## config.mk

```make
export PLATFORM = sky130hd
export DESIGN_NAME = reel_click_position_controller_flat
export DESIGN_NICKNAME = d
export VERILOG_FILES = /design/src/sv/rcpc_pkg.sv /design/src/sv/rcpc_if.sv /design/src/sv/rcpc_cfg.sv /design/src/sv/rcpc_core.sv /design/src/sv/reel_click_position_controller.sv /design/src/flat_wrapper.sv
export VERILOG_INCLUDE_DIRS = /design/src /design/src/sv
export SDC_FILE = /design/constraint.sdc
export NUM_CORES = 1
export LEC_CHECK = 0
export ABC_CLOCK_PERIOD_IN_PS = 6840
export BUFFER_PORTS_ARGS = -buffer_cell sky130_fd_sc_hd__buf_2
export CORE_MARGIN = 3
export CORE_UTILIZATION = 30
export CTS_BUF_LIST = sky130_fd_sc_hd__clkbuf_8
export DETAILED_ROUTE_END_ITERATION = 10
export GPL_TIMING_DRIVEN = 0
export PLACE_DENSITY_LB_ADDON = 0.15
export SLEW_MARGIN = 30
export SYNTH_ARGS = -nofsm -noshare
export SYNTH_HDL_FRONTEND = slang
export SYNTH_SLANG_ARGS = --single-unit
```

## constraint.sdc

```tcl
create_clock -name clk -period 6.84 [get_ports clk]
set_input_delay 1.368 -clock clk [delete_from_list [all_inputs] [get_ports clk]]
set_output_delay 1.368 -clock clk [all_outputs]
set_load 0.02 [all_outputs]
```

## src/sv/assert_macros.svh

```systemverilog
// Assertion macros shared by the reel click position controller RTL.
// No dependencies; include by bare file name where assertions are written.
`ifndef ASSERT_MACROS_SVH
`define ASSERT_MACROS_SVH

// Clocked assertion, disabled while the active-low reset is asserted.
`define RCPC_ASSERT(lbl, clk, rst_n, prop, msg) \
  lbl: assert property (@(posedge clk) disable iff (!rst_n) prop) \
    else $error(msg);

// Clocked assertion that stays armed during reset.
`define RCPC_ASSERT_NR(lbl, clk, prop, msg) \
  lbl: assert property (@(posedge clk) prop) \
    else $error(msg);

`endif

```

## src/sv/rcpc_pkg.sv

```systemverilog
// Package for the reel click position controller: codes, constants and
// the configuration, item and result types. No dependencies.
`timescale 1ns / 1ps
`default_nettype none

package rcpc_pkg;

  localparam int unsigned DW = 16;

  typedef enum logic [1:0] {
    MODE_TICK  = 2'd0,
    MODE_CLICK = 2'd1,
    MODE_LIMIT = 2'd2,
    MODE_PWM   = 2'd3
  } mode_t;

  typedef enum logic [1:0] {
    DIR_IDLE = 2'd0,
    DIR_DOWN = 2'd1,
    DIR_UP   = 2'd2
  } dir_t;

  typedef enum logic [2:0] {
    MOVE_IDLE    = 3'd0,
    MOVE_DOWN    = 3'd1,
    MOVE_UP      = 3'd2,
    MOVE_TIMEOUT = 3'd3,
    MOVE_LIMIT   = 3'd4
  } move_t;

  typedef enum logic [1:0] {
    EVT_NONE      = 2'd0,
    EVT_HOMED     = 2'd1,
    EVT_LIMIT_ERR = 2'd2,
    EVT_OOB       = 2'd3
  } evt_t;

  // Configuration register indexes
  localparam logic [2:0] CFG_PWM_NEUTRAL     = 3'd0;
  localparam logic [2:0] CFG_MOTOR_UP_DUTY   = 3'd1;
  localparam logic [2:0] CFG_MOTOR_DOWN_DUTY = 3'd2;
  localparam logic [2:0] CFG_TIMEOUT_FINE    = 3'd3;
  localparam logic [2:0] CFG_TIMEOUT_COARSE  = 3'd4;
  localparam logic [2:0] CFG_HOME_WINDOW     = 3'd5;
  localparam logic [2:0] CFG_MAX_DEPTH       = 3'd6;
  localparam logic [2:0] CFG_MIN_DEPTH       = 3'd7;

  // Configuration reset values
  localparam logic [DW-1:0]        RST_PWM_NEUTRAL     = 16'd3000;
  localparam logic [DW-1:0]        RST_MOTOR_UP_DUTY   = 16'd4000;
  localparam logic [DW-1:0]        RST_MOTOR_DOWN_DUTY = 16'd2000;
  localparam logic [DW-1:0]        RST_TIMEOUT_FINE    = 16'd1000;
  localparam logic [DW-1:0]        RST_TIMEOUT_COARSE  = 16'd100;
  localparam logic signed [DW-1:0] RST_HOME_WINDOW     = 16'sd10;
  localparam logic signed [DW-1:0] RST_MAX_DEPTH       = 16'sd1000;
  localparam logic signed [DW-1:0] RST_MIN_DEPTH       = 16'sd0;

  // Capture timer values above this restart the timer on a rising edge
  localparam logic [DW-1:0]        WRAP_LIMIT    = 16'hFFFF - 16'd4000;
  localparam logic signed [DW-1:0] PULLUP_TARGET = -16'sd10;
  localparam logic signed [DW-1:0] DEPTH_MAX     = 16'sh7FFF;
  localparam logic signed [DW-1:0] DEPTH_MIN     = 16'sh8000;

  typedef struct packed {
    logic [DW-1:0]        pwm_neutral;
    logic [DW-1:0]        motor_up_duty;
    logic [DW-1:0]        motor_down_duty;
    logic [DW-1:0]        timeout_fine;
    logic [DW-1:0]        timeout_coarse;
    logic signed [DW-1:0] home_window;
    logic signed [DW-1:0] max_depth;
    logic signed [DW-1:0] min_depth;
  } cfg_t;

  typedef struct packed {
    mode_t                mode;
    logic signed [DW-1:0] target_click;
    logic                 limit_open;
    logic                 pwm_level;
    logic [DW-1:0]        timer_value;
    logic                 arm;
  } item_t;

  typedef struct packed {
    logic [DW-1:0]        motor_duty;
    logic [DW-1:0]        actuator_duty;
    move_t                move_code;
    evt_t                 event_code;
    logic                 all_stop;
    logic signed [DW-1:0] depth;
    logic signed [DW-1:0] held_target;
    logic                 timer_restart;
  } result_t;

endpackage

`default_nettype wire

```

## src/sv/rcpc_if.sv

```systemverilog
// Valid/ready channel interfaces for the event input and the result output.
// No dependencies.
`timescale 1ns / 1ps
`default_nettype none

interface rcpc_in_if;
  logic               valid;
  logic               ready;
  logic [1:0]         mode;
  logic signed [15:0] target_click;
  logic               limit_open;
  logic               pwm_level;
  logic [15:0]        timer_value;
  logic               arm;

  modport source (
    output valid, mode, target_click, limit_open, pwm_level, timer_value, arm,
    input  ready
  );
  modport sink (
    input  valid, mode, target_click, limit_open, pwm_level, timer_value, arm,
    output ready
  );
endinterface

interface rcpc_out_if;
  logic               valid;
  logic               ready;
  logic [15:0]        motor_duty;
  logic [15:0]        actuator_duty;
  logic [2:0]         move_code;
  logic [1:0]         event_code;
  logic               all_stop;
  logic signed [15:0] depth;
  logic signed [15:0] held_target;
  logic               timer_restart;

  modport source (
    output valid, motor_duty, actuator_duty, move_code, event_code, all_stop,
           depth, held_target, timer_restart,
    input  ready
  );
  modport sink (
    input  valid, motor_duty, actuator_duty, move_code, event_code, all_stop,
           depth, held_target, timer_restart,
    output ready
  );
endinterface

`default_nettype wire

```

## src/sv/rcpc_cfg.sv

```systemverilog
// Configuration register bank of the reel click position controller.
// Depends on rcpc_pkg.
`timescale 1ns / 1ps
`default_nettype none

module rcpc_cfg (
  input  wire logic                clk,
  input  wire logic                rst_n,
  input  wire logic                cfg_we,
  input  wire logic [2:0]          cfg_idx,
  input  wire logic [15:0]         cfg_wdata,
  output rcpc_pkg::cfg_t           cfg
);

  rcpc_pkg::cfg_t cfg_r;

  always_ff @(posedge clk) begin
    if (!rst_n) begin
      cfg_r.pwm_neutral     <= rcpc_pkg::RST_PWM_NEUTRAL;
      cfg_r.motor_up_duty   <= rcpc_pkg::RST_MOTOR_UP_DUTY;
      cfg_r.motor_down_duty <= rcpc_pkg::RST_MOTOR_DOWN_DUTY;
      cfg_r.timeout_fine    <= rcpc_pkg::RST_TIMEOUT_FINE;
      cfg_r.timeout_coarse  <= rcpc_pkg::RST_TIMEOUT_COARSE;
      cfg_r.home_window     <= rcpc_pkg::RST_HOME_WINDOW;
      cfg_r.max_depth       <= rcpc_pkg::RST_MAX_DEPTH;
      cfg_r.min_depth       <= rcpc_pkg::RST_MIN_DEPTH;
    end else if (cfg_we) begin
      unique case (cfg_idx)
        rcpc_pkg::CFG_PWM_NEUTRAL:     cfg_r.pwm_neutral     <= cfg_wdata;
        rcpc_pkg::CFG_MOTOR_UP_DUTY:   cfg_r.motor_up_duty   <= cfg_wdata;
        rcpc_pkg::CFG_MOTOR_DOWN_DUTY: cfg_r.motor_down_duty <= cfg_wdata;
        rcpc_pkg::CFG_TIMEOUT_FINE:    cfg_r.timeout_fine    <= cfg_wdata;
        rcpc_pkg::CFG_TIMEOUT_COARSE:  cfg_r.timeout_coarse  <= cfg_wdata;
        rcpc_pkg::CFG_HOME_WINDOW:     cfg_r.home_window     <= $signed(cfg_wdata);
        rcpc_pkg::CFG_MAX_DEPTH:       cfg_r.max_depth       <= $signed(cfg_wdata);
        rcpc_pkg::CFG_MIN_DEPTH:       cfg_r.min_depth       <= $signed(cfg_wdata);
      endcase
    end
  end

  assign cfg = cfg_r;

endmodule

`default_nettype wire

```

## src/sv/rcpc_core.sv

```systemverilog
// Controller state and per-event update logic: depth, direction, flags,
// timeout counters, pulse measurement and duties. Depends on rcpc_pkg.
`timescale 1ns / 1ps
`default_nettype none
`include "assert_macros.svh"

module rcpc_core (
  input  wire logic              clk,
  input  wire logic              rst_n,
  input  wire logic              step_en,
  input  wire rcpc_pkg::item_t   item,
  input  wire rcpc_pkg::cfg_t    cfg,
  output rcpc_pkg::result_t      res
);

  logic signed [15:0] depth_r, depth_nxt;
  rcpc_pkg::dir_t     dir_r, dir_nxt;
  logic               run_r, run_nxt;
  logic               pullup_r, pullup_nxt;
  logic [15:0]        fine_r, fine_nxt;
  logic [15:0]        coarse_r, coarse_nxt;
  logic [15:0]        pstart_r, pstart_nxt;
  logic [15:0]        pwidth_r, pwidth_nxt;
  rcpc_pkg::evt_t     evt_r, evt_nxt;
  logic               stop_r, stop_nxt;
  logic signed [15:0] target_r, target_nxt;
  logic [15:0]        motor_r, motor_nxt;
  logic [15:0]        act_r, act_nxt;

  rcpc_pkg::move_t    move;
  logic               restart;
  logic [15:0]        fine_inc;
  logic signed [15:0] depth_step;

  always_comb begin
    depth_nxt  = depth_r;
    dir_nxt    = dir_r;
    run_nxt    = run_r;
    pullup_nxt = pullup_r;
    fine_nxt   = fine_r;
    coarse_nxt = coarse_r;
    pstart_nxt = pstart_r;
    pwidth_nxt = pwidth_r;
    evt_nxt    = evt_r;
    stop_nxt   = stop_r;
    target_nxt = target_r;
    motor_nxt  = motor_r;
    act_nxt    = act_r;
    move       = rcpc_pkg::MOVE_IDLE;
    restart    = 1'b0;
    fine_inc   = fine_r + 16'd1;
    depth_step = depth_r;

    unique case (item.mode)
      rcpc_pkg::MODE_TICK: begin
        run_nxt = run_r | item.arm;
        if (fine_inc > cfg.timeout_fine) begin
          fine_nxt   = '0;
          coarse_nxt = coarse_r + 16'd1;
        end else begin
          fine_nxt = fine_inc;
        end
        priority if (coarse_nxt > cfg.timeout_coarse) begin
          stop_nxt = 1'b1;
          move     = rcpc_pkg::MOVE_TIMEOUT;
        end else if (depth_r != item.target_click && item.limit_open) begin
          if (depth_r > item.target_click) begin
            dir_nxt   = rcpc_pkg::DIR_DOWN;
            motor_nxt = cfg.motor_down_duty;
            move      = rcpc_pkg::MOVE_DOWN;
          end else begin
            dir_nxt   = rcpc_pkg::DIR_UP;
            motor_nxt = cfg.motor_up_duty;
            move      = rcpc_pkg::MOVE_UP;
          end
        end else begin
          // arrived or limit pressed: park at neutral
          dir_nxt   = rcpc_pkg::DIR_IDLE;
          run_nxt   = 1'b0;
          act_nxt   = cfg.pwm_neutral;
          motor_nxt = cfg.pwm_neutral;
          stop_nxt  = 1'b1;
          if (!item.limit_open) begin
            evt_nxt = rcpc_pkg::EVT_LIMIT_ERR;
            move    = rcpc_pkg::MOVE_LIMIT;
          end
        end
      end

      rcpc_pkg::MODE_CLICK: begin
        // saturate at the ends of the signed range
        if (dir_r == rcpc_pkg::DIR_UP && run_r && depth_r != rcpc_pkg::DEPTH_MAX)
          depth_step = depth_r + 16'sd1;
        if (dir_r == rcpc_pkg::DIR_DOWN && run_r && depth_r != rcpc_pkg::DEPTH_MIN)
          depth_step = depth_r - 16'sd1;
        if (depth_step > cfg.max_depth) begin
          stop_nxt = 1'b1;
          run_nxt  = 1'b0;
          evt_nxt  = rcpc_pkg::EVT_OOB;
        end
        depth_nxt  = (depth_step < cfg.min_depth) ? '0 : depth_step;
        fine_nxt   = '0;
        coarse_nxt = '0;
      end

      rcpc_pkg::MODE_LIMIT: begin
        run_nxt  = 1'b0;
        stop_nxt = 1'b1;
        if (dir_r != rcpc_pkg::DIR_IDLE && run_r && depth_r < cfg.home_window) begin
          depth_nxt = '0;
          dir_nxt   = rcpc_pkg::DIR_IDLE;
          evt_nxt   = pullup_r ? rcpc_pkg::EVT_NONE : rcpc_pkg::EVT_HOMED;
        end else begin
          evt_nxt = rcpc_pkg::EVT_LIMIT_ERR;
        end
      end

      rcpc_pkg::MODE_PWM: begin
        if (item.pwm_level) begin
          if (item.timer_value > rcpc_pkg::WRAP_LIMIT) begin
            restart    = 1'b1;
            pstart_nxt = '0;
          end else begin
            pstart_nxt = item.timer_value;
          end
        end else begin
          pwidth_nxt = item.timer_value - pstart_r;
        end
        if (pwidth_nxt < cfg.pwm_neutral) begin
          target_nxt = rcpc_pkg::PULLUP_TARGET;
          run_nxt    = 1'b1;
          dir_nxt    = rcpc_pkg::DIR_DOWN;
          stop_nxt   = 1'b0;
          pullup_nxt = 1'b1;
          fine_nxt   = '0;
          coarse_nxt = '0;
        end else if (pullup_r) begin
          // leave pull-up: hold at the current depth
          run_nxt    = 1'b0;
          evt_nxt    = rcpc_pkg::EVT_NONE;
          target_nxt = depth_r;
          stop_nxt   = 1'b1;
          pullup_nxt = 1'b0;
        end
      end
    endcase
  end

  always_ff @(posedge clk) begin
    if (!rst_n) begin
      depth_r  <= '0;
      dir_r    <= rcpc_pkg::DIR_IDLE;
      run_r    <= 1'b0;
      pullup_r <= 1'b0;
      fine_r   <= '0;
      coarse_r <= '0;
      pstart_r <= '0;
      pwidth_r <= '0;
      evt_r    <= rcpc_pkg::EVT_NONE;
      stop_r   <= 1'b1;
      target_r <= '0;
      motor_r  <= '0;
      act_r    <= '0;
    end else if (step_en) begin
      depth_r  <= depth_nxt;
      dir_r    <= dir_nxt;
      run_r    <= run_nxt;
      pullup_r <= pullup_nxt;
      fine_r   <= fine_nxt;
      coarse_r <= coarse_nxt;
      pstart_r <= pstart_nxt;
      pwidth_r <= pwidth_nxt;
      evt_r    <= evt_nxt;
      stop_r   <= stop_nxt;
      target_r <= target_nxt;
      motor_r  <= motor_nxt;
      act_r    <= act_nxt;
    end
  end

  always_comb begin
    res.motor_duty    = motor_nxt;
    res.actuator_duty = act_nxt;
    res.move_code     = move;
    res.event_code    = evt_nxt;
    res.all_stop      = stop_nxt;
    res.depth         = depth_nxt;
    res.held_target   = target_nxt;
    res.timer_restart = restart;
  end

  `RCPC_ASSERT(a_pullup_target, clk, rst_n,
    pullup_r |-> target_r == rcpc_pkg::PULLUP_TARGET,
    "pull-up active without pull-up target")
  `RCPC_ASSERT(a_limit_stops, clk, rst_n,
    step_en && item.mode == rcpc_pkg::MODE_LIMIT |=> !run_r && stop_r,
    "limit event left the reel running")
  `RCPC_ASSERT(a_restart_src, clk, rst_n,
    res.timer_restart |-> item.mode == rcpc_pkg::MODE_PWM && item.pwm_level,
    "timer restart outside a rising pwm edge")

endmodule

`default_nettype wire

```

## src/sv/reel_click_position_controller.sv

```systemverilog
// Reel click position controller: takes one event per cycle unless the output
// stalls (tick, encoder click, limit-switch edge or PWM input edge) and returns
// one result per event via an input register, then a result register. The
// state update between those registers is combinational. Configuration is
// written through a plain write port; the user must do so only while no event
// is in flight, which the block itself does not enforce. Depends on rcpc_pkg,
// rcpc_if, rcpc_cfg and rcpc_core.
`timescale 1ns / 1ps
`default_nettype none
`include "assert_macros.svh"

module reel_click_position_controller (
  input  wire logic        clk,
  input  wire logic        rst_n,
  rcpc_in_if.sink          in_ch,
  rcpc_out_if.source       out_ch,
  input  wire logic        cfg_we,
  input  wire logic [2:0]  cfg_idx,
  input  wire logic [15:0] cfg_wdata
);

  rcpc_pkg::cfg_t    cfg;
  rcpc_pkg::item_t   item_r;
  rcpc_pkg::result_t res;
  rcpc_pkg::result_t res_r;
  logic              in_valid_r;
  logic              out_valid_r;
  logic              advance;

  rcpc_cfg u_cfg (
    .clk       (clk),
    .rst_n     (rst_n),
    .cfg_we    (cfg_we),
    .cfg_idx   (cfg_idx),
    .cfg_wdata (cfg_wdata),
    .cfg       (cfg)
  );

  // move the held transaction into the result register when it is free
  assign advance     = in_valid_r && (!out_valid_r || out_ch.ready);
  assign in_ch.ready = !in_valid_r || advance;

  rcpc_core u_core (
    .clk     (clk),
    .rst_n   (rst_n),
    .step_en (advance),
    .item    (item_r),
    .cfg     (cfg),
    .res     (res)
  );

  always_ff @(posedge clk) begin
    if (!rst_n) begin
      in_valid_r  <= 1'b0;
      out_valid_r <= 1'b0;
    end else begin
      if (in_ch.ready)
        in_valid_r <= in_ch.valid;
      if (advance)
        out_valid_r <= 1'b1;
      else if (out_ch.ready)
        out_valid_r <= 1'b0;
    end
  end

  always_ff @(posedge clk) begin
    if (!rst_n) begin
      item_r <= '0;
    end else if (in_ch.valid && in_ch.ready) begin
      item_r.mode         <= rcpc_pkg::mode_t'(in_ch.mode);
      item_r.target_click <= in_ch.target_click;
      item_r.limit_open   <= in_ch.limit_open;
      item_r.pwm_level    <= in_ch.pwm_level;
      item_r.timer_value  <= in_ch.timer_value;
      item_r.arm          <= in_ch.arm;
    end
    if (advance)
      res_r <= res;
  end

  assign out_ch.valid         = out_valid_r;
  assign out_ch.motor_duty    = res_r.motor_duty;
  assign out_ch.actuator_duty = res_r.actuator_duty;
  assign out_ch.move_code     = res_r.move_code;
  assign out_ch.event_code    = res_r.event_code;
  assign out_ch.all_stop      = res_r.all_stop;
  assign out_ch.depth         = res_r.depth;
  assign out_ch.held_target   = res_r.held_target;
  assign out_ch.timer_restart = res_r.timer_restart;

  `RCPC_ASSERT(a_hold_item, clk, rst_n,
    in_valid_r && !advance |=> in_valid_r && $stable(item_r),
    "held transaction lost while result register busy")
  `RCPC_ASSERT(a_hold_result, clk, rst_n,
    out_valid_r && !out_ch.ready |=> out_valid_r && $stable(res_r),
    "stalled result changed")
  `RCPC_ASSERT_NR(a_reset_empty, clk,
    !rst_n |=> !out_valid_r && !in_valid_r,
    "pipeline not empty after reset")

endmodule

`default_nettype wire

```

## src/flat_wrapper.sv

```systemverilog
// flat-port wrapper written by rule: the top's interface ports become plain ports
module reel_click_position_controller_flat 
  (clk, rst_n, cfg_we, cfg_idx, cfg_wdata, in_ch_valid, in_ch_mode, in_ch_target_click, in_ch_limit_open, in_ch_pwm_level, in_ch_timer_value, in_ch_arm, in_ch_ready, out_ch_valid, out_ch_motor_duty, out_ch_actuator_duty, out_ch_move_code, out_ch_event_code, out_ch_all_stop, out_ch_depth, out_ch_held_target, out_ch_timer_restart, out_ch_ready);
  rcpc_in_if in_ch_i ();
  rcpc_out_if out_ch_i ();
  input  wire logic clk;
  input  wire logic rst_n;
  input  wire logic cfg_we;
  input  wire logic [2:0] cfg_idx;
  input  wire logic [15:0] cfg_wdata;
  input wire logic [$bits(in_ch_i.valid)-1:0] in_ch_valid;
  input wire logic [$bits(in_ch_i.mode)-1:0] in_ch_mode;
  input wire logic [$bits(in_ch_i.target_click)-1:0] in_ch_target_click;
  input wire logic [$bits(in_ch_i.limit_open)-1:0] in_ch_limit_open;
  input wire logic [$bits(in_ch_i.pwm_level)-1:0] in_ch_pwm_level;
  input wire logic [$bits(in_ch_i.timer_value)-1:0] in_ch_timer_value;
  input wire logic [$bits(in_ch_i.arm)-1:0] in_ch_arm;
  output wire logic [$bits(in_ch_i.ready)-1:0] in_ch_ready;
  output wire logic [$bits(out_ch_i.valid)-1:0] out_ch_valid;
  output wire logic [$bits(out_ch_i.motor_duty)-1:0] out_ch_motor_duty;
  output wire logic [$bits(out_ch_i.actuator_duty)-1:0] out_ch_actuator_duty;
  output wire logic [$bits(out_ch_i.move_code)-1:0] out_ch_move_code;
  output wire logic [$bits(out_ch_i.event_code)-1:0] out_ch_event_code;
  output wire logic [$bits(out_ch_i.all_stop)-1:0] out_ch_all_stop;
  output wire logic [$bits(out_ch_i.depth)-1:0] out_ch_depth;
  output wire logic [$bits(out_ch_i.held_target)-1:0] out_ch_held_target;
  output wire logic [$bits(out_ch_i.timer_restart)-1:0] out_ch_timer_restart;
  input wire logic [$bits(out_ch_i.ready)-1:0] out_ch_ready;
  assign in_ch_i.valid = in_ch_valid;
  assign in_ch_i.mode = in_ch_mode;
  assign in_ch_i.target_click = in_ch_target_click;
  assign in_ch_i.limit_open = in_ch_limit_open;
  assign in_ch_i.pwm_level = in_ch_pwm_level;
  assign in_ch_i.timer_value = in_ch_timer_value;
  assign in_ch_i.arm = in_ch_arm;
  assign in_ch_ready = in_ch_i.ready;
  assign out_ch_valid = out_ch_i.valid;
  assign out_ch_motor_duty = out_ch_i.motor_duty;
  assign out_ch_actuator_duty = out_ch_i.actuator_duty;
  assign out_ch_move_code = out_ch_i.move_code;
  assign out_ch_event_code = out_ch_i.event_code;
  assign out_ch_all_stop = out_ch_i.all_stop;
  assign out_ch_depth = out_ch_i.depth;
  assign out_ch_held_target = out_ch_i.held_target;
  assign out_ch_timer_restart = out_ch_i.timer_restart;
  assign out_ch_i.ready = out_ch_ready;
  reel_click_position_controller u_core (.clk(clk), .rst_n(rst_n), .in_ch(in_ch_i), .out_ch(out_ch_i), .cfg_we(cfg_we), .cfg_idx(cfg_idx), .cfg_wdata(cfg_wdata));
endmodule
```

==> flow_metrics.py, run 1 <==
metrics = {
    "run_status": {
        "status": "completed",
    },
    "detailed_routing": {
        "met1Wirelength_um": 32100,
        "dr.pass1.iters": 7,
        "routed-wl-met3_um": 4360,
        "wl_per_cell_um": 20.1,
        "vias": 17700,
        "drc": 0,
        "first_iter_violations": 1341,
        "wl_um": 69000,
        "wl_met2_um": 30500,
        "postRouteAntennaNets": 0,
        "vias_per_cell": 5.17,
        "top_layer_used": "met5",
    },
    "layout": {
        "area_delta_synth_final_pct": 16.2,
        "drive_gt1_share_pct": 11.2,
        "final_core_util_pct": 35.5,
        "nets": 2724,
        "fin_cells": 3432,
    },
    "min_path": {
        "worst_hold_path_type": "reg2reg",
        "hold_end": "u_core.u_core.pstart_r[10]$_SDFFE_PN0P_",
        "min_from": "u_core.u_core.pstart_r[10]$_SDFFE_PN0P_",
        "hold_path_depth": 2,
    },
    "synthesis": {
        "synth_top_area_share_pct": 31.2,
        "async_reset_ff_share_pct": 0,
        "synth_area_leader_cell": "dfxtp_1",
        "synth_fp_nets": 2532,
        "synth.ff_latch_count": 373,
        "synth_cells": 2336,
        "netlist_top_cells_area": "dfxtp_1 (31%), edfxtp_1 (11%), nand2_1 (9.2%)",
        "synth_cell_type_count": 84,
        "seq_area_frac_synth_pct": 42.2,
        "synth_edf_count": 71,
        "synth_area_um2": 19400,
        "synth_ff_type": "dfxtp_1",
        "syn_area_per_cell_um2": 8.29,
        "yosysWarnings": 0,
    },
    "power": {
        "internal_power_mw": 3.62,
        "p_sw_share_pct": 28.5,
        "pwr_density_cell_nw_per_um2": 225,
        "irDropWorstVdd_uv": 99.0,
        "leakage_nw": 8.73,
        "combPwrFrac_pct": 11.6,
        "power.net_switching_mw": 1.44,
        "power_frac_clock_pct": 42.1,
        "seqPwrFrac_pct": 46.2,
    },
    "grt": {
        "antenna_found_initial": 6,
        "grt_pass1_vias": 17000,
        "track_usage_pct": 20.0,
        "overflow": 0,
        "grt_max_degree": 65,
        "grt_pass1_wl_um": 103000,
    },
    "worst_setup_path": {
        "critPathLaunch": "u_core.u_core.fine_r[0]$_SDFFE_PN0P_",
        "endpoint_kind": "flip-flop",
        "cp_max_fo": 10,
        "cp.required_ns": 7.33,
        "reg2reg_from": "u_core.u_core.fine_r[0]$_SDFFE_PN0P_",
        "cp.arrival_ns": 6.92,
        "rrSetupSlack_ns": 0.40,
        "reg2reg_to": "u_core.u_core.act_r[14]$_SDFFE_PN0P_",
        "r2r_cells": 27,
        "cp-start-kind": "flip-flop",
        "critPathKind": "reg2reg",
    },
    "sta": {
        "slew_headroom_pct": 33.2,
        "rsz0062_at_grt": "false",
        "fin_crit_ns": 6.44,
        "finalCritPeriodShare_pct": 94.1,
        "fin_ws_ns": 0.404,
        "setup-violations-final": 0,
        "max_freq_mhz": 155,
        "hold_ws_ns": 0.450,
        "finClkSkew_ns": 0.0294,
        "slew_viol_final": 0,
        "worstMarginPinSlew_ns": 0.995,
        "finalHoldViolCount": 0,
    },
    "clock_tree": {
        "cts_max_level": 3,
        "tritoncts": "built",
        "clkTransAtPathRegs_ns": 0.05,
        "cts_made_buffers": 72,
        "clkLatencyLatePin_ns": 0.65,
        "clockBufferDepth": 3,
        "cts.sink_count": 373,
        "cts_root_buf": "clkbuf_8",
        "ctsHoldBuffers": 0,
    },
    "floorplanning": {
        "std_cell_rows": 92,
        "die_h_um": 260,
        "start_util_pct": 30.5,
        "die_w_um": 260,
        "die-area_um2": 67600,
        "core_area_um2": 63400,
        "pin_count": 134,
    },
    "place": {
        "place.port_buffers": 114,
        "placedCellCount": 3299,
        "dp_slack_ns": -0.503,
        "place_hpwl_um": 51300,
        "gp_congestion": 0.907,
    },
    "run": {
        "drv_cap": 0,
    },
}
[cells by family after synthesis]
kind of cell    share of synthesized area [%]
simple gates                             19.4
xor+xnor                                 2.62
flops                                    42.2
mux                                      1.76
fa+ha+maj                                8.76
compound gates                           19.3
buf+inv                                  5.95
[power groups by stage]
stage | combinational, mW | sequential, mW | clock (mW)
finish | 0.588 | 2.34 | 2.13
global route | 0.644 | 2.35 | 2.30
CTS | 0.586 | 2.34 | 2.20
detailed placement | 0.580 | 2.39 | 0
global placement | 0.569 | 2.39 | 0
floorplan | 0.339 | 2.41 | 0
[worst max-delay path by stage]
| stage | cells after the start | slack, ns | end |
|---|---|---|---|
| floorplan | 29 | 0.99 | u_core.u_core.act_r[5]$_SDFFE_PN0P_ |
| global placement | 25 | -0.82 | u_core.out_ch.motor_duty[15]$_DFFE_PP_ |
| detailed placement | 27 | -0.50 | u_core.u_core.motor_r[14]$_SDFFE_PN0P_ |
| CTS | 29 | 0.06 | u_core.u_core.act_r[14]$_SDFFE_PN0P_ |
| global route | 27 | 0.02 | u_core.u_core.act_r[11]$_SDFFE_PN0P_ |
| finish | 27 | 0.40 | u_core.u_core.act_r[14]$_SDFFE_PN0P_ |
[state kept, by name, summed over array words and instances, names as in the netlist, 2 cells and up]
| name | flops |
|---|---|
| u_core.u_core.coarse_r | 16 |
| u_core.out_ch.event_code | 2 |
| u_core.u_core.act_r | 16 |
| u_core.item_r | 37 |
| u_core.u_core.motor_r | 16 |
| u_core.u_cfg.cfg | 128 |
| u_core.u_core.pwidth_r | 16 |
| u_core.out_ch.held_target | 16 |
| u_core.u_core.evt_r | 2 |
| u_core.u_core.fine_r | 16 |
| u_core.out_ch.depth | 16 |
| u_core.out_ch.motor_duty | 16 |
| u_core.u_core.dir_r | 2 |
| u_core.u_core.depth_r | 16 |
| u_core.out_ch.move_code | 3 |
| u_core.u_core.pstart_r | 16 |
| u_core.out_ch.actuator_duty | 16 |
| u_core.u_core.target_r | 16 |
[cells in the final DEF (no fill, tap or decap), types with 48 or more instances in the layout]
cell type | netlist | final
a21oi_1 | 226 | 226
buf_2 | 9 | 123
clkbuf_1 | 110 | 97
clkbuf_8 | 0 | 82
dfxtp_1 | 302 | 302
edfxtp_1 | 71 | 71
ha_1 | 134 | 134
inv_1 | 149 | 168
nand2_1 | 477 | 477
nand3_1 | 60 | 58
nor2_1 | 135 | 133
nor3_1 | 48 | 48
o21ai_0 | 96 | 96
[final cells by class]
| type | count | area (um2) |
|---|---|---|
| timing repair buffer | 120 | 639 |
| buffer | 142 | 593 |
| sequential | 373 | 8180 |
| tap | 846 | 1060 |
| clock buffer | 82 | 1130 |
| antenna | 5 | 12.5 |
| fill | 6629 | 40900 |
| clock inverter | 45 | 220 |
| multi-input combinational | 1668 | 10100 |
| inverter | 151 | 572 |
[critical path: stages (launching register included)]
cell	delay, ns
dfxtp_1	0.43
and3_1	0.19
nand3_1	0.16
or2_2	0.39
nor2_2	0.22
and3_1	0.22
nand3_1	0.16
xnor2_1	0.17
ha_1	0.30
nand4_1	0.16
or4_1	0.56
clkbuf_1	0.23
and2_1	0.21
clkbuf_1	0.20
and2_1	0.25
nand2_1	0.09
xnor2_1	0.08
ha_1	0.29
and4_1	0.20
nand3_1	0.13
o31ai_2	0.34
a31oi_4	0.12
nand3b_1	0.22
buf_2	0.21
or2_4	0.29
buf_2	0.20
a21oi_1	0.17
nor2_1	0.06
[cell usage after synthesis (18+ instances only)]
| cell | instances |
|---|---|
| a21o_1 | 24 |
| a21oi_1 | 226 |
| a22o_1 | 27 |
| a31oi_1 | 29 |
| clkbuf_1 | 110 |
| dfxtp_1 | 302 |
| edfxtp_1 | 71 |
| ha_1 | 134 |
| inv_1 | 149 |
| mux2i_1 | 27 |
| nand2_1 | 477 |
| nand3_1 | 60 |
| nand4_1 | 26 |
| nor2_1 | 135 |
| nor2b_1 | 18 |
| nor3_1 | 48 |
| o211ai_1 | 29 |
| o21ai_0 | 96 |
| o22ai_1 | 33 |
| xnor2_1 | 38 |
| xor2_1 | 20 |
[routing by layer]
metal / track usage (%) / vias to the layer above
li1: - / 8568
met1: 27.3 / 8530
met2: 31.1 / 532
met3: 4.07 / 104
met4: 7.65 / 2
met5: 0 / -
[metrics by stage]
stage	TNS (ns)	cell area (um2)	total power, mW
6_report	0	22500	5.06
3_5_place_dp	-23.59	21100	2.97
3_3_place_gp	-44.69	21000	2.96
4_1_cts	0	22500	5.13
2_1_floorplan	0	19400	2.74
5_1_grt	0	22500	5.30
[what timing repair did]
action,in CTS,in global routing
buffers inserted,2,1
hold endpoints to repair,0,0
setup endpoints to repair,65,70
pin swaps,1,2
resized for setup,10,13
Note: power is estimated with default switching activity, not from simulation.
==> run 2, diff against run 1 <==
--- a/config.mk
+++ b/config.mk
@@ -10,7 +10,6 @@
 export BUFFER_PORTS_ARGS = -buffer_cell sky130_fd_sc_hd__buf_2
 export CORE_MARGIN = 3
 export CORE_UTILIZATION = 30
-export CTS_BUF_LIST = sky130_fd_sc_hd__clkbuf_8
 export DETAILED_ROUTE_END_ITERATION = 10
 export GPL_TIMING_DRIVEN = 0
 export PLACE_DENSITY_LB_ADDON = 0.15
==> run 2 against run 1 <==
Effect of this change: sequential share of layout area down 0.48 points; hold slack better by 0.0019 ns; wire length shrank 0.69%; critical path depth is 1 higher; count of clock-buffer cells in the layout is 24 lower; core utilization up 0.48 points; via count decreased by 0.38%; register-to-register slack improved by 0.05 ns; combinational power barely moved.
==> flow_metrics.py, run 2 (synthesis results as in run 1) <==
metrics = {
    "floorplanning": {
        "die-area_um2": 67600,
        "start_util_pct": 30.5,
        "die_w_um": 260,
        "core_area_um2": 63400,
        "std_cell_rows": 92,
        "die_h_um": 260,
        "pin_count": 134,
    },
    "detailed_routing": {
        "wl_per_cell_um": 20.2,
        "wl_um": 68500,
        "vias": 17700,
        "first_iter_violations": 1334,
        "dr.pass1.iters": 6,
        "drc": 0,
        "vias_per_cell": 5.21,
        "postRouteAntennaNets": 0,
    },
    "worst_setup_path": {
        "reg2reg_from": "u_core.u_core.fine_r[0]$_SDFFE_PN0P_",
        "cp_max_fo": 10,
        "cp_num_buf_inv": 5,
        "slowest_stage": "or4_1",
        "critPathLaunch": "u_core.u_core.fine_r[0]$_SDFFE_PN0P_",
        "cp-start-kind": "flip-flop",
        "crit_family": "simple AND/OR/NAND/NOR gates",
        "cp.arrival_ns": 6.83,
        "cp.required_ns": 7.28,
        "cpPeakStageDelay_ns": 0.56,
        "endpoint_kind": "flip-flop",
        "critPathKind": "reg2reg",
    },
    "place": {
        "placedCellCount": 3299,
        "placed_area_um2": 21100,
        "place.port_buffers": 114,
        "place_hpwl_um": 51300,
        "gp_congestion": 0.907,
        "dp_slack_ns": -0.503,
    },
    "power": {
        "leakage_nw": 8.75,
        "pwr_density_cell_nw_per_um2": 244,
        "p_sw_share_pct": 26.0,
        "irDropWorstVdd_uv": 153,
        "power_frac_clock_pct": 47.5,
        "internal_power_mw": 4.12,
        "power.net_switching_mw": 1.45,
        "power.total_mw": 5.58,
        "combPwrFrac_pct": 10.5,
        "seqPwrFrac_pct": 42.0,
    },
    "sta": {
        "finClkSkew_ns": 0.0232,
        "setup_tns_ns": 0,
        "finalCritPeriodShare_pct": 93.4,
        "finalHoldViolCount": 0,
        "fin_ws_ns": 0.452,
        "worstMarginPinSlew_ns": 1.08,
        "slew_viol_final": 0,
        "fin_crit_ns": 6.39,
        "hold_ws_ns": 0.452,
        "setup-violations-final": 0,
        "slew_headroom_pct": 27.2,
        "max_freq_mhz": 157,
    },
    "layout": {
        "fin_cells": 3391,
        "fillCellCount": 6564,
        "largest_reg_flops": 128,
        "drive_gt1_share_pct": 10.6,
        "stdcell_area_um2": 22800,
        "nets": 2698,
        "area_delta_synth_final_pct": 17.8,
        "final_core_util_pct": 36.0,
        "layout_common_cells": "nand2_1 (477), dfxtp_1 (302), a21oi_1 (226)",
        "mostFrequentLayoutCell": "nand2_1",
    },
    "clock_tree": {
        "clkLatencyLatePin_ns": 0.59,
        "cts.sink_count": 373,
        "tritoncts": "built",
        "cts_made_buffers": 46,
        "cts_root_buf": "clkbuf_16",
        "ctsHoldBuffers": 0,
        "clockBufferDepth": 3,
        "clkTransAtPathRegs_ns": 0.06,
        "cts_max_level": 2,
    },
    "run_status": {
        "status": "completed",
    },
    "grt": {
        "track_usage_pct": 19.8,
        "grt_max_degree": 65,
        "grt_pass1_wl_um": 102000,
        "grt_pass1_vias": 16900,
        "antenna_found_initial": 5,
        "overflow": 0,
    },
    "run": {
        "drv_cap": 0,
    },
    "min_path": {
        "min_from": "u_core.u_core.pstart_r[10]$_SDFFE_PN0P_",
        "worst_hold_path_type": "reg2reg",
    },
}
-- run 2: cell types whose count changed in the layout (fill, tap and decap cells not counted), moves of 3 or more --
cell / previous run / this run
clkbuf_8: 82 / 5
clkbuf_16: 0 / 46
inv_1: 168 / 149
clkinv_1: 13 / 3
bufinv_16: 1 / 9
clkbuf_1: 97 / 104
clkinvlp_4: 2 / 6
clkinv_2: 10 / 7
-- run 2: layer usage --
metal / up-vias / wire, um / GRT usage, %
li1: 8512 / - / -
met1: 8463 / 31500 / 27.1
met2: 573 / 30000 / 30.9
met3: 119 / 4630 / 3.72
met4: 2 / 2350 / 7.45
met5: - / 7 / 0
-- run 2: repair_timing --
action,in CTS,in global routing
resized for setup,8,20
pin swaps,1,2
cloned,0,0
setup buffers,2,1
endpoints found under the setup margin,65,70
-- run 2: cell type report --
cell class              instances  area [um2]  share of cell area, %
inverters                     151         576                   2.52
multi-input cells            1668       10100                   44.3
flip-flops and latches        373        8180                   35.8
well taps                     846        1060                   4.64
clock inverters                28         397                   1.74
plain buffers                 142         593                   2.60
diodes                          5        12.5                 0.0548
clock buffers                  58        1250                   5.46
repair buffers                120         639                   2.80
-- run 2: final timing paths --
path | slack [ns] | endpoint | cells past startpoint
hold / removal | 0.45 | u_core.u_core.pstart_r[10]$_SDFFE_PN0P_ | 2
setup / recovery | 0.45 | u_core.u_core.act_r[14]$_SDFFE_PN0P_ | 28
hold reg to reg | 0.45 | u_core.u_core.pstart_r[10]$_SDFFE_PN0P_ | 2
setup reg to reg | 0.45 | u_core.u_core.act_r[14]$_SDFFE_PN0P_ | 28
-- run 2: worst reg2reg max path: cells and delay by family, from the launching register on --
family,cells,cell delay (ns)
AO/OA/AOI/OAI,3,0.64
XOR/XNOR,2,0.25
adder cells (fa/ha/maj),3,0.85
buffers and inverters,5,0.93
flip-flops,1,0.43
AND/OR/NAND/NOR,15,3.16
-- run 2: power groups by stage --
stage / clock [mW] / sequential (mW) / combinational (mW)
global placement: 0 / 2.39 / 0.569
CTS: 2.72 / 2.34 / 0.585
finish: 2.65 / 2.34 / 0.588
floorplan: 0 / 2.41 / 0.339
detailed placement: 0 / 2.39 / 0.580
global route: 2.80 / 2.35 / 0.645
